$ cat src/pbs_pkg.sv
// pbs_pkg: types and constants shared by the pixel buffer store modules.
// Beat payload structs, operation and register codes, controller links.
// No dependencies.
`timescale 1ns / 1ps

package pbs_pkg;

    localparam logic [1:0] OP_CLEAR = 2'd0;
    localparam logic [1:0] OP_PUT   = 2'd1;
    localparam logic [1:0] OP_GET   = 2'd2;

    localparam logic CFG_FRAME_WIDTH  = 1'b0;
    localparam logic CFG_FRAME_HEIGHT = 1'b1;

    localparam int          CFG_W         = 9;
    localparam logic [8:0]  CFG_RESET_DIM = 9'd256;

    localparam logic [11:0] DEF_RED       = 12'd2055;
    localparam logic [11:0] DEF_GREEN     = 12'd1798;
    localparam logic [11:0] DEF_BLUE      = 12'd1541;
    localparam logic [15:0] DEF_ALPHA     = 16'hFFFF;
    localparam logic [31:0] DEF_DEPTH     = 32'h7FFF_FFFF;
    localparam logic [11:0] INTENSITY_MAX = 12'd4095;

    typedef struct packed {
        logic [1:0]         operation;
        logic signed [15:0] column;
        logic signed [15:0] row;
        logic signed [15:0] red_in;
        logic signed [15:0] green_in;
        logic signed [15:0] blue_in;
        logic signed [15:0] alpha_in;
        logic signed [31:0] depth_in;
    } t_in_beat;

    typedef struct packed {
        logic               status;
        logic [11:0]        red_out;
        logic [11:0]        green_out;
        logic [11:0]        blue_out;
        logic signed [15:0] alpha_out;
        logic signed [31:0] depth_out;
        logic [7:0]         red_byte;
        logic [7:0]         green_byte;
        logic [7:0]         blue_byte;
    } t_out_beat;

    typedef struct packed {
        logic [11:0] red;
        logic [11:0] green;
        logic [11:0] blue;
        logic [15:0] alpha;
        logic [31:0] depth;
    } t_pixel;

    typedef struct packed {
        logic capture;
        logic clr_wr;
        logic put_wr;
        logic rd_en;
        logic load_out;
    } t_cmd;

    typedef struct packed {
        logic [1:0] in_op;
        logic       in_oor;
        logic       clr_empty;
        logic       clr_last;
        logic       out_free;
    } t_sts;

endpackage

$ cat src/pbs_ctrl.sv
// pbs_ctrl: operation sequencer for the pixel buffer store.
// Drives datapath commands from its status; uses pbs_pkg.
`timescale 1ns / 1ps

module pbs_ctrl (
    input  logic          i_clk,
    input  logic          i_rst_n,
    input  logic          i_in_valid,
    output logic          o_in_stall,
    input  pbs_pkg::t_sts i_sts,
    output pbs_pkg::t_cmd o_cmd
);

    localparam logic [2:0] S_IDLE  = 3'd0;
    localparam logic [2:0] S_CLEAR = 3'd1;
    localparam logic [2:0] S_PUT   = 3'd2;
    localparam logic [2:0] S_READ  = 3'd3;
    localparam logic [2:0] S_RESP  = 3'd4;

    logic [2:0] r_state;
    logic [2:0] n_state;

    always_ff @(posedge i_clk) begin
        if (!i_rst_n) begin
            r_state <= S_IDLE;
        end else begin
            r_state <= n_state;
        end
    end

    always_comb begin
        n_state = r_state;
        o_cmd   = '0;
        case (r_state)
            S_IDLE: begin
                if (i_in_valid) begin
                    o_cmd.capture = 1'b1;
                    case (i_sts.in_op)
                        pbs_pkg::OP_CLEAR: n_state = i_sts.clr_empty ? S_RESP : S_CLEAR;
                        pbs_pkg::OP_PUT:   n_state = i_sts.in_oor ? S_RESP : S_PUT;
                        pbs_pkg::OP_GET:   n_state = i_sts.in_oor ? S_RESP : S_READ;
                        default:           n_state = S_RESP;
                    endcase
                end
            end
            S_CLEAR: begin
                o_cmd.clr_wr = 1'b1;
                if (i_sts.clr_last) begin
                    n_state = S_RESP;
                end
            end
            S_PUT: begin
                o_cmd.put_wr = 1'b1;
                n_state      = S_RESP;
            end
            S_READ: begin
                o_cmd.rd_en = 1'b1;
                n_state     = S_RESP;
            end
            S_RESP: begin
                if (i_sts.out_free) begin
                    o_cmd.load_out = 1'b1;
                    n_state        = S_IDLE;
                end
            end
            default: begin
                n_state = S_IDLE;
            end
        endcase
    end

    assign o_in_stall = (r_state != S_IDLE);

endmodule

$ cat config.mk
export PLATFORM = sky130hd
export DESIGN_NAME = pbs_ctrl
export DESIGN_NICKNAME = d
export VERILOG_FILES = /design/src/pbs_pkg.sv /design/src/pbs_ctrl.sv
export SDC_FILE = /design/constraint.sdc
export NUM_CORES = 1
export LEC_CHECK = 0
export BUFFER_PORTS_ARGS = -buffer_cell sky130_fd_sc_hd__clkbuf_2
export CAP_MARGIN = 20
export CORE_AREA = 2 2 39 41
export DETAILED_ROUTE_END_ITERATION = 12
export DIE_AREA = 0 0 41 43
export PLACE_DENSITY = 0.41
export SLEW_MARGIN = 10
export SYNTH_ARGS = -nofsm -noshare
export SYNTH_HDL_FRONTEND = slang
export SYNTH_SLANG_ARGS = --single-unit
$ cat constraint.sdc
create_clock -name i_clk -period 2 [get_ports i_clk]
set_input_delay 0.6 -clock i_clk [delete_from_list [all_inputs] [get_ports i_clk]]
set_output_delay 0.6 -clock i_clk [all_outputs]
set_load 0.005 [all_outputs]
==> results.toml, run 1 <==
[status]
outcome = "completed"

[synth]
yosysTopAreaCell = "dfxtp_1"
synth_common_cells = "dfxtp_1 (3), a21oi_1 (2), mux2_2 (2), nor3b_1 (2)"
synthCells = 26
synth_edf_count = 0
syn-num-nets = 35
synthArstFlopShare_pct = 0
synth_warnings = 0
synth.most_common_cell = "dfxtp_1"
syn_area_um2 = 246.5
synth-seq-area-share_pct = 24.37
synth_area_per_cell_um2 = 9.480
synth_area_leaders = "dfxtp_1 (24%), mux2_2 (9.1%), nor3b_1 (6.1%)"
synth.ff_latch_count = 3
synth_flop_cell = "dfxtp_1"
synth_cell_types = 21
yosysTopAreaCellShare_pct = 24.37

[cts]
cts_hold_buf = 0
root_buffer = "clkbuf_4"
numCtsBuffers = 3
cts_num_sinks = 3
cts_tree = "yes"
path_clk_slew_ns = 0.04
postCtsSetupBuffers = 0
htree_num_levels = 1
cts-resized-gates = 0
clock_latency_ns = 0.23
ctsLongestPathBuffers = 2

[worst_setup_path]
end_kind = "output pin"
critPathSlowestCell = "dfxtp_1"
worstSetupStartpointType = "flip-flop"
r2r_setup_slack_ns = 0.82
arrival_ns = 1.12
crit_fanout = 6
cpPeakStageDelay_ns = 0.36
crit_chain = "nor3_2 > and2_1 > clkbuf_2"
crit_required_ns = 1.40
path_class = "reg2out"

[floorplan]
dieArea_um2 = 1763
die_h_um = 43
rows = 14
io_pins = 15
core_area_um2 = 1384
initial_core_util_pct = 17.81
die_w_um = 41

[detailed_routing]
firstDrtPassIters = 2
drt_iter0_drc = 3
wl_per_cell_um = 9.780
drc = 0
vias_per_cell = 4.356
vias = 257
wl_um = 577
drtAntennaViolNets = 0

[finish]
ff_latch_area_um2 = 60.06
reg.largest.list = "r_state: 3 flops"
fin_cells = 59
fin_area_um2 = 351.6
diodes = 0
drive_gt1_share_pct = 55.81
largest_register = "r_state"
largest_register_ffs = 3
syn_to_final_growth_pct = 42.64
final_util_pct = 25.41
multiInputGateArea_um2 = 171.4
nets = 53
fillerInstances = 160

[placed_design]
dp_cells = 55
place_area_um2 = 325.3
hpwl_um = 461.3
io_buffer_count = 14
place.gp.congestion = 0.6067
dp_slack_ns = 0.4273

[timing]
slew_headroom_pct = 79.83
clock_skew_ns = 0.002811
finalSetupViolations = 0
fmax_mhz = 581.6
timing.final.hold_violations = 0
whs_ns = 0.6027
period_share_pct = 85.97
setup_tns_ns = 0
rsz0062_at_grt = "no"
min_period_ns = 1.719
tightest_slew_ns = 0.3021
layout_setup_ws_ns = 0.2806
final_max_slew_viol_count = 0

[global_route]
antenna_found_initial = 0
grt_remaining_overflow = 0
grt_first_pass_wirelength_um = 828
grt_max_degree = 9
grt_pass1_vias = 244
grt_use_total_pct = 7.129

[pwr]
p_total_mw = 0.2348
leakagePower_nw = 0.1758
power.density_nw_per_um2 = 667.9
peakVddDrop_mv = 0.1470

[flow_run]
maxCapViolCount = 0

[min_path]
hold_path_class = "in2reg"
[metal layers]
layer / vias up / share of wire [%] / global-route usage (%) / routed length (µm)
met4: 0 / 1.7 / 6.000 / 10
li1: 131 / - / - / -
met1: 113 / 44 / 8.039 / 252
met5: - / 0 / 0 / 0
met3: 2 / 9.4 / 3.141 / 54
met2: 11 / 45 / 9.688 / 259
[worst max-delay path, delay by kind of cell, from the launching register on]
family,cells,cell delay [ns]
flops,1,0.36
simple gates,2,0.42
buf+inv,1,0.11
[final cells by class]
| type | count | area share, % |
|---|---|---|
| clock buffers | 4 | 7.473 |
| inverters | 1 | 1.068 |
| multi-input cells | 21 | 48.75 |
| flip-flops and latches | 3 | 17.08 |
| well taps | 16 | 5.694 |
| repair buffers | 14 | 19.93 |
[power breakdown]
part / switching, mW / internal [mW] / total [mW]
logic: 0.0228 / 0.0316 / 0.0545
registers: 0.00939 / 0.0646 / 0.0740
clock network: 0.0316 / 0.0748 / 0.106
total: 0.0638 / 0.171 / 0.235
[cell families after synthesis]
logic type	synth area share [%]
simple gates	39.09
compound gates	13.71
mux	13.20
flops	24.37
buf+inv	6.090
xor+xnor	3.554
[layout by cell type (no fill, tap or decap)]
cell type | synthesis | routed
nor3b_1 | 2 | 2
a211o_1 | 1 | 1
inv_1 | 1 | 1
nor3_2 | 1 | 1
mux2i_1 | 1 | 1
nor4b_1 | 1 | 1
nor2_1 | 1 | 1
clkbuf_1 | 0 | 1
and2b_1 | 1 | 1
a21oi_1 | 2 | 2
clkbuf_2 | 0 | 14
o21a_1 | 1 | 1
o31ai_1 | 1 | 1
and3_2 | 1 | 1
and2_1 | 1 | 1
nor2_2 | 1 | 1
and4_1 | 1 | 1
xnor2_1 | 1 | 1
mux2_2 | 2 | 2
dfxtp_1 | 3 | 3
and3b_2 | 1 | 1
nor3b_2 | 1 | 1
clkbuf_4 | 0 | 3
[final timing paths]
check,endpoint,cells past startpoint,from
worst max register to register,r_state[2],3,r_state[0]
worst min register to register,r_state[2],2,r_state[1]
worst max-delay path,o_cmd[4],3,r_state[0]
worst min-delay path,r_state[0],2,i_rst_n
(Power assumes the default switching activity.)
==> run 2: changes to the inputs <==
==> constraint.sdc (replaced) <==
create_clock -name i_clk -period 2 [get_ports i_clk]
set_input_delay 0.4 -clock i_clk [delete_from_list [all_inputs] [get_ports i_clk]]
set_output_delay 0.4 -clock i_clk [all_outputs]
set_load 0.005 [all_outputs]
==> run 2 against run 1 <==
Against the previous run: worst hold slack lost 0.19 ns; total power shrank 0.88%; final cell count is the same; largest power group unchanged; count of clock-buffer cells in the layout is the same.
==> results.toml, run 2 (synthesis results as in run 1) <==
[global_route]
grt_remaining_overflow = 0
antenna_found_initial = 0
grt_pass1_vias = 222
grt_max_degree = 9
grt_first_pass_wirelength_um = 910
grt_use_total_pct = 8.233

[cts]
path_clk_slew_ns = 0.04
cts_hold_buf = 0
numCtsBuffers = 3
root_buffer = "clkbuf_4"
ctsLongestPathBuffers = 2
cts-resized-gates = 0
htree_num_levels = 1
cts_tree = "yes"
postCtsSetupBuffers = 0
clock_latency_ns = 0.23
cts_num_sinks = 3

[timing]
whs_ns = 0.4137
tightest_slew_ns = 0.2869
rsz0062_at_grt = "no"
timing.final.hold_violations = 0
fmax_mhz = 653.7
final_max_slew_viol_count = 0
slew_headroom_pct = 80.60
finalSetupViolations = 0
setup_tns_ns = 0
period_share_pct = 76.48
clock_skew_ns = 0.0004994
min_period_ns = 1.530

[pwr]
leakagePower_nw = 0.1758
peakVddDrop_mv = 0.2026
power.density_nw_per_um2 = 662.1

[detailed_routing]
firstDrtPassIters = 1
drt_iter0_drc = 0
wl_per_cell_um = 10.00
drtAntennaViolNets = 0
vias = 255
wl_um = 590
vias_per_cell = 4.322
drc = 0

[worst_setup_path]
end_kind = "output pin"
path_class = "reg2out"
critPathSlowestCell = "dfxtp_1"
crit_fanout = 6
crit_required_ns = 1.60
worstSetupStartpointType = "flip-flop"
arrival_ns = 1.13
crit_chain = "nor3_2 > and2_1 > clkbuf_2"
cpPeakStageDelay_ns = 0.36

[floorplan]
dieArea_um2 = 1763
core_area_um2 = 1384
rows = 14
initial_core_util_pct = 17.81
die_w_um = 41
die_h_um = 43
io_pins = 15

[finish]
nets = 53
largest_register_ffs = 3
fin_cells = 59
layout_common_cells = "clkbuf_2 (14), clkbuf_4 (3), dfxtp_1 (3)"
largest_register = "r_state"
syn_to_final_growth_pct = 42.64
layout_commonest_cell = "clkbuf_2"
reg.largest.list = "r_state: 3 flops"
fin_area_um2 = 351.6
diodes = 0
drive_gt1_share_pct = 55.81

[placed_design]
place.gp.congestion = 0.5660
dp_cells = 55
place_area_um2 = 325.3
io_buffer_count = 14

[status]
outcome = "completed"

[min_path]
hold_path_class = "in2reg"

[flow_run]
maxCapViolCount = 0
run 2: cell counts in the layout (fill, tap and decap cells not counted):
No cell type changed its count.
run 2: path summary, 6_finish.rpt:
check,from,slack [ns],cells past startpoint,endpoint
worst max-delay path,r_state[0],0.47,3,o_cmd[4]
worst max register to register,r_state[0],0.80,4,r_state[1]
worst min-delay path,i_rst_n,0.41,2,r_state[0]
worst min register to register,r_state[1],0.70,2,r_state[2]
run 2: per-layer routing:
layer  share of wire, %  vias to the layer above  GRT usage (%)
met5                  0                        -              0
met4                  0                        0          10.00
met3                8.6                        0          1.571
met2                 47                        9          10.31
met1                 45                      117          9.968
li1                   -                      129              -
run 2: stage by stage:
stage | worst slack (ns) | total power [mW] | utilization, %
floorplan | 0.8922 | 0.1104 | -
global placement | 0.7161 | 0.1308 | 23.51
detailed placement | 0.7121 | 0.1300 | 23.51
CTS | 0.4520 | 0.2412 | 25.41
global route | 0.3719 | 0.2514 | 25.41
finish | 0.4703 | 0.2328 | 25.41
run 2: area by class of cell:
cell class / count / area (µm²)
clock buffers: 4 / 26.28
fillers: 156 / 1032
inverters: 1 / 3.754
multi-input cells: 21 / 171.4
flip-flops and latches: 3 / 60.06
well taps: 16 / 20.02
repair buffers: 14 / 70.07
run 2: power by group:
part | switching [mW] | total (mW) | internal (mW) | leakage, nW
clock | 0.0298 | 0.104 | 0.0747 | 0.0150
combinational | 0.0229 | 0.0546 | 0.0317 | 0.136
sequential | 0.00919 | 0.0738 | 0.0646 | 0.0246
total | 0.0619 | 0.233 | 0.171 | 0.176
run 2: critical path: cells and delay by family, from the launching register on:
kind	cells	cell delay [ns]
AND/OR/NAND/NOR	2	0.43
flip-flops	1	0.36
buffers and inverters	1	0.12
